[src/jsv_pkg.sv]
// ----------------------------------------------------------------------------
// jsv_pkg
// Shared types, constants and character helpers of the JSON structure
// validator.
// ----------------------------------------------------------------------------
package jsv_pkg;

   localparam int MAX_DEPTH = 16;
   localparam int LEVEL_W   = $clog2(MAX_DEPTH + 1);
   localparam int ADDR_W    = (MAX_DEPTH > 1) ? $clog2(MAX_DEPTH) : 1;
   localparam int CNT_W     = 17;
   localparam int MAX_W     = 16;

   localparam logic [MAX_W-1:0] MAX_ENTRIES_RESET = 16'd1024;

   typedef enum logic [3:0] {
      PH_VALUE     = 4'd0,
      PH_STR_VAL   = 4'd1,
      PH_STR_KEY   = 4'd2,
      PH_LITERAL   = 4'd3,
      PH_NUMBER    = 4'd4,
      PH_AFTER     = 4'd5,
      PH_ARR_START = 4'd6,
      PH_ARR_NEXT  = 4'd7,
      PH_OBJ_START = 4'd8,
      PH_OBJ_NEXT  = 4'd9,
      PH_COLON     = 4'd10
   } phase_type;

   typedef enum logic {
      KIND_OBJ = 1'b0,
      KIND_ARR = 1'b1
   } kind_type;

   typedef enum logic [1:0] {
      LIT_TRUE  = 2'd0,
      LIT_FALSE = 2'd1,
      LIT_NULL  = 2'd2
   } lit_type;

   typedef enum logic [3:0] {
      ERR_NONE        = 4'd0,
      ERR_TRAILING    = 4'd1,
      ERR_DEPTH       = 4'd2,
      ERR_EARLY_END   = 4'd3,
      ERR_COLON       = 4'd4,
      ERR_OBJ_SEP     = 4'd5,
      ERR_OPEN_OBJ    = 4'd6,
      ERR_ARR_LIMIT   = 4'd7,
      ERR_ARR_SEP     = 4'd8,
      ERR_OPEN_ARR    = 4'd9,
      ERR_WANT_STRING = 4'd10,
      ERR_CTRL_CHAR   = 4'd11,
      ERR_OPEN_STRING = 4'd12,
      ERR_BAD_TOKEN   = 4'd13
   } err_type;

   typedef struct packed {
      kind_type         kind;
      logic [CNT_W-1:0] count;
   } stack_entry_type;

   typedef struct packed {
      logic              we;
      logic [ADDR_W-1:0] waddr;
      stack_entry_type   wdata;
      logic [ADDR_W-1:0] raddr;
   } ram_req_type;

   typedef struct packed {
      logic    valid;
      err_type code;
   } result_type;

   localparam logic [7:0] CH_SPACE    = 8'h20;
   localparam logic [7:0] CH_TAB      = 8'h09;
   localparam logic [7:0] CH_CR       = 8'h0D;
   localparam logic [7:0] CH_LF       = 8'h0A;
   localparam logic [7:0] CH_LBRACE   = 8'h7B;
   localparam logic [7:0] CH_RBRACE   = 8'h7D;
   localparam logic [7:0] CH_LBRACKET = 8'h5B;
   localparam logic [7:0] CH_RBRACKET = 8'h5D;
   localparam logic [7:0] CH_QUOTE    = 8'h22;
   localparam logic [7:0] CH_BSLASH   = 8'h5C;
   localparam logic [7:0] CH_COMMA    = 8'h2C;
   localparam logic [7:0] CH_COLON    = 8'h3A;
   localparam logic [7:0] CH_LC_T     = 8'h74;
   localparam logic [7:0] CH_LC_F     = 8'h66;
   localparam logic [7:0] CH_LC_N     = 8'h6E;

   function automatic logic is_ws(input logic [7:0] b);
      return (b == CH_SPACE) || (b == CH_TAB) || (b == CH_CR) || (b == CH_LF);
   endfunction

   function automatic logic is_num(input logic [7:0] b);
      return ((b >= 8'h30) && (b <= 8'h39)) || (b == 8'h2D) || (b == 8'h2B) ||
             (b == 8'h2E) || (b == 8'h65) || (b == 8'h45);
   endfunction

   function automatic logic [2:0] lit_len(input lit_type k);
      logic [2:0] len;
      unique case (k)
         LIT_FALSE: len = 3'd5;
         default:   len = 3'd4;
      endcase
      return len;
   endfunction

   function automatic logic [7:0] lit_char(input lit_type k, input logic [2:0] idx);
      logic [39:0] text;
      logic [7:0]  c;
      unique case (k)
         LIT_FALSE: text = {8'h65, 8'h73, 8'h6C, 8'h61, 8'h66};
         LIT_NULL:  text = {8'h00, 8'h6C, 8'h6C, 8'h75, 8'h6E};
         default:   text = {8'h00, 8'h65, 8'h75, 8'h72, 8'h74};
      endcase
      unique case (idx)
         3'd0:    c = text[7:0];
         3'd1:    c = text[15:8];
         3'd2:    c = text[23:16];
         3'd3:    c = text[31:24];
         3'd4:    c = text[39:32];
         default: c = 8'h00;
      endcase
      return c;
   endfunction

endpackage

[src/json_structure_validator_core.sv]
// output: the verdict is registered in the output stage before it appears on rsp
// throughput: one byte per cycle while ready; the stack ram entry below the
//   top is prefetched every cycle so a close bracket never waits on the read port
// reset: synchronous, clears parse state and output stage, sets
//   max_array_entries to 1024; the stack ram is not cleared
// ----------------------------------------------------------------------------
// json_structure_validator_core
// Streaming JSON structure validator: one request byte per cycle while
// req_tready is high, one verdict per message with message_valid and error_code.
// ----------------------------------------------------------------------------
module json_structure_validator_core (
   input  logic        clock,
   input  logic        reset,
   input  logic        req_tvalid,
   output logic        req_tready,
   input  logic [7:0]  req_tdata,   // [7:0] data_byte
   input  logic        req_tlast,   // last_byte
   output logic        rsp_tvalid,
   input  logic        rsp_tready,
   output logic [7:0]  rsp_tdata,   // [0] message_valid, [4:1] error_code, [7:5] zero
   input  logic        csr_wr_en,
   input  logic [15:0] csr_wr_data  // max_array_entries
);
   import jsv_pkg::*;

   logic            accept;
   ram_req_type     ram_req;
   stack_entry_type below;
   result_type      result;

   assign accept = req_tvalid && req_tready;

   jsv_parser u_parser (
      .clock       (clock),
      .reset       (reset),
      .accept      (accept),
      .data_byte   (req_tdata),
      .last_byte   (req_tlast),
      .csr_wr_en   (csr_wr_en),
      .csr_wr_data (csr_wr_data),
      .ram_req     (ram_req),
      .below       (below),
      .result      (result)
   );

   jsv_stack_ram u_stack_ram (
      .clock   (clock),
      .ram_req (ram_req),
      .rd_data (below)
   );

   jsv_rsp_skid u_rsp_skid (
      .clock      (clock),
      .reset      (reset),
      .result     (result),
      .in_ready   (req_tready),
      .rsp_tvalid (rsp_tvalid),
      .rsp_tready (rsp_tready),
      .rsp_tdata  (rsp_tdata)
   );

endmodule

[src/jsv_stack_ram.sv]
// ----------------------------------------------------------------------------
// jsv_stack_ram
// Frame stack storage below the top of stack: one write port, one registered
// read port, write data forwarded on a same-address read.
// ----------------------------------------------------------------------------
module jsv_stack_ram (
   input  logic                     clock,
   input  jsv_pkg::ram_req_type     ram_req,
   output jsv_pkg::stack_entry_type rd_data
);
   import jsv_pkg::*;

   stack_entry_type mem [MAX_DEPTH];
   stack_entry_type rd_data_ff;

   always_ff @(posedge clock) begin
      if (ram_req.we) begin
         mem[ram_req.waddr] <= ram_req.wdata;
      end
   end

   always_ff @(posedge clock) begin
      if (ram_req.we && (ram_req.waddr == ram_req.raddr)) begin
         rd_data_ff <= ram_req.wdata;
      end else begin
         rd_data_ff <= mem[ram_req.raddr];
      end
   end

   assign rd_data = rd_data_ff;

endmodule

[src/jsv_parser.sv]
// ----------------------------------------------------------------------------
// jsv_parser
// Per-byte syntax state machine: top of stack in registers, the entry below
// it prefetched from the stack ram, verdict on the last byte.
// ----------------------------------------------------------------------------
module jsv_parser (
   input  logic                     clock,
   input  logic                     reset,
   input  logic                     accept,
   input  logic [7:0]               data_byte,
   input  logic                     last_byte,
   input  logic                     csr_wr_en,
   input  logic [15:0]              csr_wr_data,
   output jsv_pkg::ram_req_type     ram_req,
   input  jsv_pkg::stack_entry_type below,
   output jsv_pkg::result_type      result
);
   import jsv_pkg::*;

   logic [MAX_W-1:0]   max_ff;
   phase_type          phase_ff, phase_in, f_phase;
   logic [LEVEL_W-1:0] level_ff, level_in, f_level;
   kind_type           kind_ff, kind_in;
   logic [CNT_W-1:0]   cnt_ff, cnt_in, cnt_upd;
   logic               esc_ff, esc_in, f_esc;
   lit_type            lit_ff, lit_in, f_lit;
   logic [2:0]         idx_ff, idx_in, f_idx;
   err_type            err_ff, err_in, f_err;
   err_type            raise, end_code;
   logic               do_value, do_after, do_pop, do_push;
   kind_type           push_kind;
   phase_type          push_phase;
   logic               top_ok;
   logic [LEVEL_W-1:0] rd_level;

   assign top_ok = (level_ff != '0) && (level_ff <= LEVEL_W'(MAX_DEPTH));

   always_comb begin
      f_phase    = phase_ff;
      f_level    = level_ff;
      f_esc      = esc_ff;
      f_lit      = lit_ff;
      f_idx      = idx_ff;
      kind_in    = kind_ff;
      cnt_upd    = cnt_ff;
      cnt_in     = cnt_ff;
      raise      = ERR_NONE;
      do_value   = 1'b0;
      do_after   = 1'b0;
      do_pop     = 1'b0;
      do_push    = 1'b0;
      push_kind  = KIND_OBJ;
      push_phase = PH_OBJ_START;
      ram_req.we    = 1'b0;
      ram_req.waddr = ADDR_W'(level_ff - LEVEL_W'(1));
      ram_req.wdata = '{kind: kind_ff, count: cnt_ff};
      if (err_ff == ERR_NONE) begin
         unique case (phase_ff)
            PH_VALUE: do_value = 1'b1;
            PH_STR_VAL, PH_STR_KEY: begin
               if (esc_ff) begin
                  f_esc = 1'b0;
               end else if (data_byte == CH_BSLASH) begin
                  f_esc = 1'b1;
               end else if (data_byte == CH_QUOTE) begin
                  f_phase = (phase_ff == PH_STR_KEY) ? PH_COLON : PH_AFTER;
               end else if (data_byte < CH_SPACE) begin
                  raise = ERR_CTRL_CHAR;
               end
            end
            PH_LITERAL: begin
               if ((idx_ff < lit_len(lit_ff)) && (data_byte == lit_char(lit_ff, idx_ff))) begin
                  f_idx = idx_ff + 3'd1;
                  if ((idx_ff + 3'd1) == lit_len(lit_ff)) begin
                     f_phase = PH_AFTER;
                  end
               end else begin
                  raise = ERR_BAD_TOKEN;
               end
            end
            PH_NUMBER: begin
               if (!is_num(data_byte)) begin
                  do_after = 1'b1;
               end
            end
            PH_AFTER: do_after = 1'b1;
            PH_ARR_START, PH_ARR_NEXT: begin
               if ((phase_ff == PH_ARR_START) && is_ws(data_byte)) begin
                  f_phase = phase_ff;
               end else if ((phase_ff == PH_ARR_START) && (data_byte == CH_RBRACKET)) begin
                  do_pop = 1'b1;
               end else if (!top_ok) begin
                  raise = ERR_OPEN_ARR;
               end else begin
                  if (cnt_ff <= CNT_W'(max_ff)) begin
                     cnt_upd = cnt_ff + CNT_W'(1);
                  end
                  cnt_in = cnt_upd;
                  if (cnt_upd > CNT_W'(max_ff)) begin
                     raise = ERR_ARR_LIMIT;
                  end else if (level_ff >= LEVEL_W'(MAX_DEPTH)) begin
                     raise = ERR_DEPTH;
                  end else begin
                     do_value = 1'b1;
                  end
               end
            end
            PH_OBJ_START, PH_OBJ_NEXT: begin
               if (is_ws(data_byte)) begin
                  f_phase = phase_ff;
               end else if ((phase_ff == PH_OBJ_START) && (data_byte == CH_RBRACE)) begin
                  do_pop = 1'b1;
               end else if (data_byte == CH_QUOTE) begin
                  f_esc   = 1'b0;
                  f_phase = PH_STR_KEY;
               end else begin
                  raise = ERR_WANT_STRING;
               end
            end
            PH_COLON: begin
               if (is_ws(data_byte)) begin
                  f_phase = phase_ff;
               end else if (data_byte != CH_COLON) begin
                  raise = ERR_COLON;
               end else if (level_ff >= LEVEL_W'(MAX_DEPTH)) begin
                  raise = ERR_DEPTH;
               end else begin
                  f_phase = PH_VALUE;
               end
            end
            default: raise = ERR_BAD_TOKEN;
         endcase

         if (do_value) begin
            priority if (is_ws(data_byte)) begin
               f_phase = PH_VALUE;
            end else if (data_byte == CH_LBRACE) begin
               do_push    = 1'b1;
               push_kind  = KIND_OBJ;
               push_phase = PH_OBJ_START;
            end else if (data_byte == CH_LBRACKET) begin
               do_push    = 1'b1;
               push_kind  = KIND_ARR;
               push_phase = PH_ARR_START;
            end else if (data_byte == CH_QUOTE) begin
               f_esc   = 1'b0;
               f_phase = PH_STR_VAL;
            end else if ((data_byte == CH_LC_T) || (data_byte == CH_LC_F) ||
                         (data_byte == CH_LC_N)) begin
               f_lit   = (data_byte == CH_LC_T) ? LIT_TRUE :
                         (data_byte == CH_LC_F) ? LIT_FALSE : LIT_NULL;
               f_idx   = 3'd1;
               f_phase = PH_LITERAL;
            end else if (is_num(data_byte)) begin
               f_phase = PH_NUMBER;
            end else begin
               raise = ERR_BAD_TOKEN;
            end
         end

         if (do_after) begin
            f_phase = PH_AFTER;
            if (is_ws(data_byte)) begin
               f_phase = PH_AFTER;
            end else if (!top_ok) begin
               raise = ERR_TRAILING;
            end else if (kind_ff == KIND_ARR) begin
               if (data_byte == CH_RBRACKET) begin
                  do_pop = 1'b1;
               end else if (data_byte == CH_COMMA) begin
                  f_phase = PH_ARR_NEXT;
               end else begin
                  raise = ERR_ARR_SEP;
               end
            end else begin
               if (data_byte == CH_RBRACE) begin
                  do_pop = 1'b1;
               end else if (data_byte == CH_COMMA) begin
                  f_phase = PH_OBJ_NEXT;
               end else begin
                  raise = ERR_OBJ_SEP;
               end
            end
         end

         if (do_push) begin
            if (level_ff >= LEVEL_W'(MAX_DEPTH)) begin
               raise = ERR_DEPTH;
            end else begin
               ram_req.we    = accept && (level_ff != '0);
               ram_req.wdata = '{kind: kind_ff, count: cnt_upd};
               kind_in       = push_kind;
               cnt_in        = '0;
               f_level       = level_ff + LEVEL_W'(1);
               f_phase       = push_phase;
            end
         end

         if (do_pop) begin
            if (level_ff != '0) begin
               f_level = level_ff - LEVEL_W'(1);
            end
            kind_in = below.kind;
            cnt_in  = below.count;
            f_phase = PH_AFTER;
         end
      end
      f_err = (err_ff != ERR_NONE) ? err_ff : raise;
   end

   always_comb begin
      end_code = f_err;
      if (f_err == ERR_NONE) begin
         unique case (f_phase)
            PH_VALUE:                  end_code = ERR_EARLY_END;
            PH_STR_VAL, PH_STR_KEY:    end_code = ERR_OPEN_STRING;
            PH_LITERAL:                end_code = ERR_BAD_TOKEN;
            PH_NUMBER, PH_AFTER: begin
               if ((f_level == '0) || (f_level > LEVEL_W'(MAX_DEPTH))) begin
                  end_code = ERR_NONE;
               end else if (kind_in == KIND_ARR) begin
                  end_code = ERR_ARR_SEP;
               end else begin
                  end_code = ERR_OBJ_SEP;
               end
            end
            PH_ARR_START, PH_ARR_NEXT: end_code = ERR_OPEN_ARR;
            PH_OBJ_START, PH_OBJ_NEXT: end_code = ERR_OPEN_OBJ;
            PH_COLON:                  end_code = ERR_COLON;
            default:                   end_code = ERR_BAD_TOKEN;
         endcase
      end
   end

   always_comb begin
      if (last_byte) begin
         phase_in = PH_VALUE;
         level_in = '0;
         esc_in   = 1'b0;
         lit_in   = LIT_TRUE;
         idx_in   = 3'd0;
         err_in   = ERR_NONE;
      end else begin
         phase_in = f_phase;
         level_in = f_level;
         esc_in   = f_esc;
         lit_in   = f_lit;
         idx_in   = f_idx;
         err_in   = f_err;
      end
   end

   // prefetch the entry below the next top of stack
   assign rd_level      = (accept ? level_in : level_ff) - LEVEL_W'(2);
   assign ram_req.raddr = rd_level[ADDR_W-1:0];

   assign result.valid = accept && last_byte;
   assign result.code  = end_code;

   always_ff @(posedge clock) begin
      if (reset) begin
         max_ff <= MAX_ENTRIES_RESET;
      end else if (csr_wr_en) begin
         max_ff <= csr_wr_data;
      end
   end

   always_ff @(posedge clock) begin
      if (reset) begin
         phase_ff <= PH_VALUE;
         level_ff <= '0;
         esc_ff   <= 1'b0;
         lit_ff   <= LIT_TRUE;
         idx_ff   <= 3'd0;
         err_ff   <= ERR_NONE;
      end else if (accept) begin
         phase_ff <= phase_in;
         level_ff <= level_in;
         esc_ff   <= esc_in;
         lit_ff   <= lit_in;
         idx_ff   <= idx_in;
         err_ff   <= err_in;
      end
   end

   always_ff @(posedge clock) begin
      if (accept) begin
         kind_ff <= kind_in;
         cnt_ff  <= cnt_in;
      end
   end

   a_level_bound: assert property (@(posedge clock) disable iff (reset)
      level_ff <= LEVEL_W'(MAX_DEPTH))
      else $error("stack level beyond limit");

   a_clear_after_verdict: assert property (@(posedge clock) disable iff (reset)
      (accept && last_byte) |=> (level_ff == '0 && err_ff == ERR_NONE &&
                                 phase_ff == PH_VALUE))
      else $error("parse state not cleared after verdict");

   a_error_latched: assert property (@(posedge clock) disable iff (reset)
      (accept && !last_byte && err_ff != ERR_NONE) |=> $stable(err_ff))
      else $error("latched error changed");

   a_push_in_range: assert property (@(posedge clock) disable iff (reset)
      ram_req.we |-> (level_ff != '0 && level_ff < LEVEL_W'(MAX_DEPTH)))
      else $error("stack write out of range");

endmodule

[src/jsv_rsp_skid.sv]
// ----------------------------------------------------------------------------
// jsv_rsp_skid
// Two-entry output stage for verdicts: main register plus skid register.
// ----------------------------------------------------------------------------
module jsv_rsp_skid (
   input  logic                clock,
   input  logic                reset,
   input  jsv_pkg::result_type result,
   output logic                in_ready,
   output logic                rsp_tvalid,
   input  logic                rsp_tready,
   output logic [7:0]          rsp_tdata
);
   import jsv_pkg::*;

   logic    main_valid_ff, main_valid_in;
   logic    skid_valid_ff, skid_valid_in;
   err_type main_ff, main_in;
   err_type skid_ff, skid_in;
   logic    take;

   assign take     = main_valid_ff && rsp_tready;
   assign in_ready = !skid_valid_ff;

   always_comb begin
      main_valid_in = main_valid_ff;
      skid_valid_in = skid_valid_ff;
      main_in       = main_ff;
      skid_in       = skid_ff;
      if (skid_valid_ff) begin
         if (take) begin
            main_in       = skid_ff;
            skid_valid_in = 1'b0;
         end
      end else if (result.valid) begin
         if (!main_valid_ff || take) begin
            main_in       = result.code;
            main_valid_in = 1'b1;
         end else begin
            skid_in       = result.code;
            skid_valid_in = 1'b1;
         end
      end else if (take) begin
         main_valid_in = 1'b0;
      end
   end

   always_ff @(posedge clock) begin
      if (reset) begin
         main_valid_ff <= 1'b0;
         skid_valid_ff <= 1'b0;
      end else begin
         main_valid_ff <= main_valid_in;
         skid_valid_ff <= skid_valid_in;
      end
   end

   always_ff @(posedge clock) begin
      main_ff <= main_in;
      skid_ff <= skid_in;
   end

   assign rsp_tvalid = main_valid_ff;
   assign rsp_tdata  = {3'b000, main_ff, (main_ff == ERR_NONE)};

   a_skid_implies_main: assert property (@(posedge clock) disable iff (reset)
      skid_valid_ff |-> main_valid_ff)
      else $error("skid entry without main entry");

   a_no_overrun: assert property (@(posedge clock) disable iff (reset)
      skid_valid_ff |-> !result.valid)
      else $error("verdict arrived with both entries full");

   a_drain_order: assert property (@(posedge clock) disable iff (reset)
      (skid_valid_ff && take) |=> (main_valid_ff && main_ff == $past(skid_ff)))
      else $error("skid entry lost on drain");

endmodule

[config.mk]
export PLATFORM = sky130hd
export DESIGN_NAME = json_structure_validator_core
export DESIGN_NICKNAME = d
export VERILOG_FILES = /design/src/jsv_pkg.sv /design/src/json_structure_validator_core.sv /design/src/jsv_stack_ram.sv /design/src/jsv_parser.sv /design/src/jsv_rsp_skid.sv
export SDC_FILE = /design/constraint.sdc
export NUM_CORES = 1
export LEC_CHECK = 0
export ABC_CLOCK_PERIOD_IN_PS = 7700
export BUFFER_PORTS_ARGS = -buffer_cell sky130_fd_sc_hd__clkbuf_2
export CAP_MARGIN = 20
export CORE_ASPECT_RATIO = 0.7
export CORE_MARGIN = 8
export CORE_UTILIZATION = 55
export CTS_CLUSTER_SIZE = 24
export DETAILED_ROUTE_END_ITERATION = 6
export GPL_TIMING_DRIVEN = 0
export HOLD_SLACK_MARGIN = 0.08
export PLACE_DENSITY = 0.71
export SYNTH_ARGS = -nofsm -noshare
export SYNTH_HDL_FRONTEND = slang
export SYNTH_SLANG_ARGS = --single-unit
[constraint.sdc]
create_clock -name clock -period 7.7 [get_ports clock]
set_input_delay 0.385 -clock clock [delete_from_list [all_inputs] [get_ports clock]]
set_output_delay 0.385 -clock clock [all_outputs]
set_load 0.02 [all_outputs]
==> out/metrics.cfg, run 1 <==
[route]
wire_per_inst_um=26.5
ant_nets=0
vias=11700
dr.pass1.iters=5
dr.first_iter.drc_count=1782
vias_per_cell=6.57
wirelength_um=47400
drc=0

[power]
swShare_pct=27.4
ir_drop_uv=177
powerDensity_nw_per_um2=240
seqPwrFrac_pct=48.3
cellLeakagePower_uw=0.00660
share_comb_of_total_power_pct=16.9
power_frac_clock_pct=34.8
switchingPower_uw=1300
intPower_uw=3440

[die]
die_area_sq_um=37800
fp.dieH_um=165
core_area_sq_um=31200
start_util_pct=55.9
chipWidth_um=229
io-pin-count=40
std_cell_rows=54

[yosys]
synth-main-ff-cell=edfxtp_1
syn_area_sq_um=17500
yosys.cell_types.count=95
yosys_warnings=0
ys_async_sr_fraction_pct=0
synth_area_per_cell_sq_um=14.0
synth_seq_cells=355
synthCells=1246
synth-seq-area-share_pct=58.7
synth_edf_count=314

[timing]
slew_headroom_pct=16.3
maxSlewViolCount=0
fin_crit_ps=7300
setup_slack_ps=399
skew_ps=22.2
worst_pin_slew_ps=1250
hold_violations=0
setup_violations=0
holdWs_ps=97.0
fin_crit_sh_pct=94.8
rsz0062_at_grt=false
max_clock_freq_ghz=0.137

[clock_tree]
cts_made_buffers=35
cts_max_level=2
cts_tree=done
post_cts_buffers=0
cts_buffer_depth=3
clk_pin_slew_worst_paths_ps=60
worstSkewPairLatency_ps=540
cts_sinks=355
cts_root_buffer=clkbuf_16

[cells_and_area]
final_cell_mix=edfxtp_1 (314), nand2_1 (95), mux4_2 (90), nor2_1 (80), ha_1 (51)
area_growth_pct=13.0
finish.net_count=1428
drive_above_1_share_pct=21.3
fillers=2290
final_common_cell=edfxtp_1

[flow_run]
cap_violations=0

[critical_path]
critPathKind=reg2reg
cp.required_ps=7930
critPathMaxFanout=10
critPathCaptureType=flop
worstPathArrival_ps=7530
cp-start-kind=flop

[placement]
port_buffers=31
dp_hpwl_um=33800
gp_congestion=0.960
place_ws_ps=-267

[grt]
overflow=0
grt_antenna_before_repair=1
grt_pass1_wl_um=71400
grt_max_degree=22
grt_usage_pct=25.0
grt_pass1_vias=11400

[worst_hold_path]
hold_path.class=in2reg

[status]
status=finished, final reports clean

-- worst paths after layout --
| check | start | to | slack [ps] | depth (start not counted) |
|---|---|---|---|---|
| max | u_parser.cnt_ff[4] | u_stack_ram.mem[3][2] | 400 | 21 |
| min | csr_wr_data[6] | u_parser.max_ff[6] | 100 | 3 |
| max reg2reg | u_parser.cnt_ff[4] | u_stack_ram.mem[3][2] | 400 | 21 |
| min reg2reg | u_parser.max_ff[15] | u_parser.max_ff[15] | 500 | 2 |
-- worst max-delay path, cell delays in order (launching register included) --
cell and delay [ps]:
edfxtp_1 510, ha_1 390, a21oi_1 130, o21ai_0 130, a2111oi_2 550, a211oi_4 210, buf_2 250, nor3_2 430
nand2_1 150, nor2_2 340, and3_1 340, xor2_1 110, ha_1 230, nor3_1 150, o21ai_0 100, a211o_1 270
o21ai_2 330, o2111ai_2 340, nor4_1 530, nand2_1 300, nor3b_2 900, buf_6 280
-- repair_timing --
action	CTS	global route
hold endpoints to repair	1	0
setup endpoints to repair	80	320
gates resized for setup	6	4
hold buffers	1	0
-- sequential cells by signal (all words and copies together) (netlist names), 2 cells and up, named ones only --
register,flops
u_parser.idx_ff,3
u_parser.cnt_ff,17
u_parser.phase_ff,4
u_parser.err_ff,4
u_rsp_skid.main_ff,4
u_rsp_skid.skid_ff,4
u_parser.level_ff,5
u_stack_ram.mem,288
u_parser.max_ff,16
u_parser.lit_ff,2
-- area by class of cell --
cell class	instances	area, sq um	area share [%]
Sequential cell	355	10200	51.9
Multi-Input combinational cell	784	6860	34.8
Clock buffer	42	945	4.79
Timing Repair Buffer	62	548	2.78
Tap cell	420	526	2.66
Buffer	70	327	1.66
Inverter	39	146	0.742
Clock inverter	14	124	0.628
Antenna cell	1	2.50	0.0127
-- per-stage QoR --
step                total power (uW)  instance area (sq um)  utilization, %  setup TNS, ps  std cells
floorplan                       2830                  17500               -              0       1248
global placement                3050                  18100            58.1        -109520       1699
detailed placement              3090                  18500            59.2         -11030       1720
CTS                             4730                  19600            62.8              0       1777
global route                    4900                  19700            63.2              0       1787
finish                          4740                  19700            63.2              0       1787
-- synthesized netlist by cell type, types with 4 or more instances --
library cell  number  area share [%]
edfxtp_1         314              54
nor2_1            96             2.1
nand2_1           95             2.0
mux4_2            90              12
ha_1              51             3.7
o21ai_0           43             1.2
dfxtp_1           41             4.7
inv_1             36            0.77
xnor2_1           34             1.7
a21oi_1           33            0.95
clkbuf_1          31            0.67
nor3_1            27            0.77
nand3_1           24            0.69
mux2i_1           22             1.3
xor2_1            21             1.1
buf_2             19            0.54
nand4_1           18            0.65
nor4_1            13            0.47
and2_1            11            0.39
buf_1             10            0.22
nor3b_1           10            0.43
a31oi_1            9            0.32
a211oi_1           8            0.34
a22oi_1            8            0.34
nor2b_1            8            0.29
or3_1              8            0.29
o211ai_1           7            0.30
and3_1             6            0.22
buf_4              6            0.26
o21a_1             6            0.26
and4_1             5            0.25
mux2_2             5            0.32
or2_1              5            0.18
a211o_1            4            0.20
a21boi_0           4            0.17
a31o_2             4            0.20
a32oi_1            4            0.20
nand2b_1           4            0.14
nand3b_1           4            0.17
-- layer usage --
metal / wire length [um] / part of all wire, % / vias to the layer above / GRT usage [%]
li1: - / - / 5087 / -
met1: 21300 / 45 / 5845 / 38.4
met2: 19700 / 42 / 726 / 35.4
met3: 5440 / 11 / 74 / 5.94
met4: 1020 / 2.1 / 0 / 6.42
met5: 0 / 0 / - / 0
-- power by group through the flow --
stage          clock network [uW]  logic (uW)  registers (uW)
2_1_floorplan                   0         521            2310
3_3_place_gp                    0         728            2330
3_5_place_dp                    0         762            2330
4_1_cts                      1670         772            2280
5_1_grt                      1750         866            2290
6_report                     1650         800            2290
-- cell families after synthesis --
logic type                 after synthesis  synth area share [%]
AOI/OAI and AO/OA                      192                  8.06
xor gates and xnor gates                55                  2.76
adders and majority gates               51                  3.66
buffers and inverters                  109                  2.71
DFF                                    355                  58.7
muxes                                  117                  13.2
other                                    1                0.0215
and+or+nand+nor                        366                  10.9
(Power assumes the default switching activity.)
==> inputs of run 2 (changes only) <==
Settings changed: BUFFER_PORTS_ARGS -buffer_cell sky130_fd_sc_hd__clkbuf_2 to -buffer_cell sky130_fd_sc_hd__buf_2, CORE_ASPECT_RATIO 0.7 to 0.5.
==> out/metrics.cfg, run 2 (synthesized netlist as in run 1, its figures left out) <==
[status]
status=finished, final reports clean

[cells_and_area]
reg.largest.list=u_stack_ram.mem x288, u_parser.cnt_ff x17, u_parser.max_ff x16
final_cell_mix=edfxtp_1 (314), nand2_1 (95), mux4_2 (90), nor2_1 (81), ha_1 (51)
drive_above_1_share_pct=21.4
fillers=2339
largest-register=u_stack_ram.mem
stdcell_count=1825
finish.net_count=1447
largest_register_ffs=288
area_growth_pct=14.6
final_common_cell=edfxtp_1

[grt]
grt_pass1_vias=11700
grt_usage_pct=24.9
grt_antenna_before_repair=0
grt_max_degree=22
overflow=0
grt_pass1_wl_um=71600

[power]
seqPwrFrac_pct=47.1
intPower_uw=3530
cellLeakagePower_uw=0.00672
ir_drop_uv=203
swShare_pct=26.9
powerDensity_nw_per_um2=242
switchingPower_uw=1300
power_frac_clock_pct=36.0
share_comb_of_total_power_pct=16.9

[worst_hold_path]
hold_depth=3
hold_path_startpoint=req_tvalid
hold_path.class=in2reg

[critical_path]
crit_start=u_parser.cnt_ff[4]
crit_chain=ha_1, a21oi_1, o21ai_0, a2111oi_2, a211oi_4, buf_2, nor3_1, nand2_1, nor2_1, and3_1, xor2_1, ha_1, nor3_1, o21ai_0, a211o_1, o21ai_2, o41ai_2, or3_1, buf_2, nor3_1, nand3_1, nor2_1, xor2_1, buf_4
cp_num_cells=24
slowest_delay_ps=660
worstPathArrival_ps=7750
cp_common_cell=nor3_1
critPathKind=reg2reg
critPathCaptureType=flop
slowest_stage=nor3_1
critPathTopFamily=simple AND/OR/NAND/NOR gates
cp_num_buf_inv=3
cp-start-kind=flop
ff2ff_path_depth=24
cp.required_ps=8130
reg2reg_from=u_parser.cnt_ff[4]
critPathMaxFanout=13

[clock_tree]
cts_tree=done
cts_resized=0
clk_pin_slew_worst_paths_ps=70
cts_buffer_depth=3
worstSkewPairLatency_ps=600
post_cts_buffers=0
cts_root_buffer=clkbuf_16
cts_sinks=355
cts_max_level=1
cts_made_buffers=31

[timing]
hold_violations=0
setup_violations=0
maxSlewViolCount=0
rsz0062_at_grt=false
worst_pin_slew_ps=1060
setup_slack_ps=387
fin_crit_sh_pct=95.0
fin_crit_ps=7310
slew_headroom_pct=29.6
max_clock_freq_ghz=0.137
skew_ps=22.2
tns_ps=0

[die]
core_area_sq_um=31500
chipWidth_um=268
io-pin-count=40
std_cell_rows=46
die_area_sq_um=38000
fp.dieH_um=142
start_util_pct=55.4

[placement]
placedCellCount=1734
place_ws_ps=135
gp_congestion=0.932
dp_hpwl_um=32700
port_buffers=31

[route]
ant_nets=0
routed-wl-met2_um=22900
vias_per_cell=6.41
dr.first_iter.drc_count=1055
dr.pass1.iters=5
topRoutingLayerUsed=met4
drt-met1-wl_um=19400
wirelength_um=47600
drc=0
wl_met3_um=3560
vias=11700
wire_per_inst_um=26.1

[flow_run]
cap_violations=0

==> run 2: cell types whose count changed in the layout (fill, tap and decap cells not counted), sizes merged <==
cell,delta
clkinv,-1
dlygate4sd3,+16
bufinv,+6
buf,+38
diode,+1
clkbuf,-37
inv,+3
==> run 2: worst paths after layout <==
check	slack (ps)	endpoint
worst max-delay path	390	u_stack_ram.mem[10][12]
worst min-delay path	120	u_rsp_skid.skid_valid_ff
worst max register to register	390	u_stack_ram.mem[10][12]
worst min register to register	490	u_parser.lit_ff[1]
==> run 2: cell type report <==
type                            instances  area [sq um]  share of cell area (%)
Inverter                               39           146                   0.732
Buffer                                 70           327                    1.63
Tap cell                              432           541                    2.70
Multi-Input combinational cell        784          6820                    34.1
Timing Repair Buffer                   85           792                    3.96
Antenna cell                            2          5.00                  0.0250
Clock buffer                           36           795                    3.97
Sequential cell                       355         10200                    51.3
Clock inverter                         22           328                    1.64
==> run 2: per-layer routing <==
layer / global-route usage (%) / up-vias
met5: 0 / -
met4: 9.61 / 0
met3: 4.67 / 125
met2: 41.3 / 552
met1: 32.6 / 5898
li1: - / 5115
==> run 2: power by group through the flow <==
| stage | Clock (uW) | Sequential, uW | Combinational, uW |
|---|---|---|---|
| finish | 1740 | 2280 | 815 |
| global route | 1820 | 2280 | 878 |
| CTS | 1750 | 2280 | 785 |
| detailed placement | 0 | 2320 | 771 |
| global placement | 0 | 2320 | 722 |
| floorplan | 0 | 2310 | 521 |
==> run 2: worst min-delay path: stages <==
cell and delay [ps]:
buf_2 120, nand3_1 90, a221oi_1 70
==> run 2: what timing repair did <==
action / in CTS / in global routing
endpoints found under the hold margin: 17 / 0
hold buffers: 17 / 0
setup endpoints to repair: 0 / 0
==> run 2: per-stage QoR <==
stage	cell area (sq um)	hold slack [ps]	util, %	power (uW)
final	20000	124	63.5	4830
after global routing	20000	147	63.5	4980
after CTS	19800	101	63.0	4820
after detailed placement	18500	484	58.9	3090
after global placement	18200	480	57.7	3040
after floorplan	17500	455	-	2830
==> inputs of run 3 (changes only) <==
Settings changed: CORE_UTILIZATION 55 to 35, PLACE_DENSITY 0.71 to unset.
==> out/metrics.cfg, run 3 (synthesized netlist as in run 1, its figures left out) <==
[placement]
port_buffers=31
placedCellCount=1946
gp_congestion=0.928
dp_hpwl_um=32400

[power]
share_comb_of_total_power_pct=16.1
swShare_pct=26.7
seqPwrFrac_pct=45.5
total_power_uw=5010
powerDensity_nw_per_um2=246
cellLeakagePower_uw=0.00674
power_frac_clock_pct=38.4
switchingPower_uw=1340
intPower_uw=3680
ir_drop_uv=136

[critical_path]
cp_num_buf_inv=2
cp.required_ps=7950
critPathMaxFanout=16
critPathCaptureType=flop
slowest_stage=nor3_1
critPathKind=reg2reg
slowest_delay_ps=680
crit_chain=ha_1, a21oi_1, o21ai_0, a2111oi_2, a211oi_4, buf_2, nor3_2, nand2_1, nor2_1, and3_1, xor2_1, ha_1, nor3_1, o21ai_0, a211o_1, o21ai_2, o41ai_2, or3_1, buf_2, nor3_1, nand3_1, nor2_1, xor2_2
worstPathArrival_ps=7380
cp-start-kind=flop
critPathTopFamily=simple AND/OR/NAND/NOR gates

[timing]
fin_crit_sh_pct=92.6
worst_pin_slew_ps=964
hold_violations=0
max_clock_freq_ghz=0.140
tns_ps=0
maxSlewViolCount=0
skew_ps=26.1
setup_violations=0
rsz0062_at_grt=false
fin_crit_ps=7130
slew_headroom_pct=35.2

[cells_and_area]
final_util_pct=41.7
drive_above_1_share_pct=21.5
largest-register=u_stack_ram.mem
finish.net_count=1437
final_cell_mix=edfxtp_1 (314), nand2_1 (95), mux4_2 (90), nor2_1 (81), ha_1 (51)
final_common_cell=edfxtp_1
area_growth_pct=16.6
reg.largest.list=u_stack_ram.mem x288, u_parser.cnt_ff x17, u_parser.max_ff x16
largest_register_ffs=288
antennaDiodeCount=0
stdcell_count=2032
fillers=4367

[clock_tree]
cts_sinks=355
cts_made_buffers=36
worstSkewPairLatency_ps=550
post_cts_buffers=0
cts_root_buffer=clkbuf_16
cts_buffer_depth=3
cts_tree=done
cts_max_level=2
clk_pin_slew_worst_paths_ps=60

[die]
chipWidth_um=332
core_area_sq_um=48900
die_area_sq_um=57700
fp.dieH_um=174
std_cell_rows=57
io-pin-count=40
start_util_pct=35.7

[grt]
grt_usage_pct=15.6
grt_max_degree=22
grt_antenna_before_repair=0
grt_pass1_vias=11400
overflow=0
grt_pass1_wl_um=70400

[status]
status=finished, final reports clean

[route]
wirelength_um=46800
drc=0
vias=11500
vias_per_cell=5.66
wire_per_inst_um=23.0
dr.first_iter.drc_count=1182
ant_nets=0
dr.pass1.iters=5

[worst_hold_path]
hold_path.class=in2reg

[flow_run]
cap_violations=0

==> run 3: changes by cell type in the layout (fill, tap and decap cells not counted), moves of 3 or more <==
cell           change
buf_6              +5
buf_8             -13
dlygate4sd3_1     -11
clkinv_2           -3
nor2_4             +6
buf_16             +4
clkinv_1           +4
clkbuf_16          +6
nor2_2             -6
==> run 3: power groups by stage <==
stage	Combinational (uW)	Clock [uW]	Sequential (uW)
after floorplan	521	0	2310
after global placement	725	0	2320
after detailed placement	767	0	2320
after global routing	880	2020	2280
final	809	1920	2280
after CTS	774	1950	2280
==> run 3: timing repair <==
item / in CTS / in global routing
endpoints found under the setup margin: 0 / 44
endpoints found under the hold margin: 6 / 0
hold buffers: 6 / 0
gates resized for setup: 0 / 4
==> run 3: path summary, 6_finish.rpt <==
| path | to | cells after the start | slack, ps | from |
|---|---|---|---|---|
| setup / recovery | u_stack_ram.mem[9][14] | 23 | 570 | u_parser.cnt_ff[4] |
| hold / removal | u_parser.max_ff[12] | 3 | 100 | csr_wr_data[12] |
| setup reg to reg | u_stack_ram.mem[9][14] | 23 | 570 | u_parser.cnt_ff[4] |
| hold reg to reg | u_parser.max_ff[12] | 2 | 500 | u_parser.max_ff[12] |
==> run 3: cell type report <==
cell class / count / area, sq um / share of cell area (%)
flip-flops and latches: 355 / 10200 / 50.4
multi-input cells: 784 / 6850 / 33.7
clock buffers: 41 / 941 / 4.62
well taps: 649 / 812 / 3.99
repair buffers: 70 / 666 / 3.27
clock inverters: 24 / 364 / 1.79
plain buffers: 70 / 327 / 1.60
inverters: 39 / 146 / 0.719
==> run 3: worst register-to-register path, cell delays in order, from the launching register on <==
cell and delay, ps:
edfxtp_1 530, ha_1 380, a21oi_1 130, o21ai_0 120, a2111oi_2 530, a211oi_4 170, buf_2 250, nor3_2 430
nand2_1 140, nor2_1 280, and3_1 260, xor2_1 120, ha_1 240, nor3_1 160, o21ai_0 120, a211o_1 280
o21ai_2 250, o41ai_2 140, or3_1 370, buf_2 180, nor3_1 680, nand3_1 310, nor2_1 240, xor2_2 550
==> run 3: metal layers <==
| metal | share of wire [%] | GRT usage, % |
|---|---|---|
| met3 | 6.3 | 2.93 |
| met5 | 0 | 0 |
| met4 | 2.7 | 4.57 |
| met1 | 44 | 21.1 |
| met2 | 47 | 25.5 |
==> run 3: stage by stage <==
| stage | instance area, sq um | setup WS, ps | hold WS [ps] |
|---|---|---|---|
| 6_report | 20400 | 568 | 101 |
| 3_5_place_dp | 18800 | 188 | 482 |
| 4_1_cts | 20200 | 147 | 80.1 |
| 5_1_grt | 20400 | 93.9 | 101 |
| 2_1_floorplan | 17500 | 1300 | 455 |
| 3_3_place_gp | 18400 | -1490 | 480 |
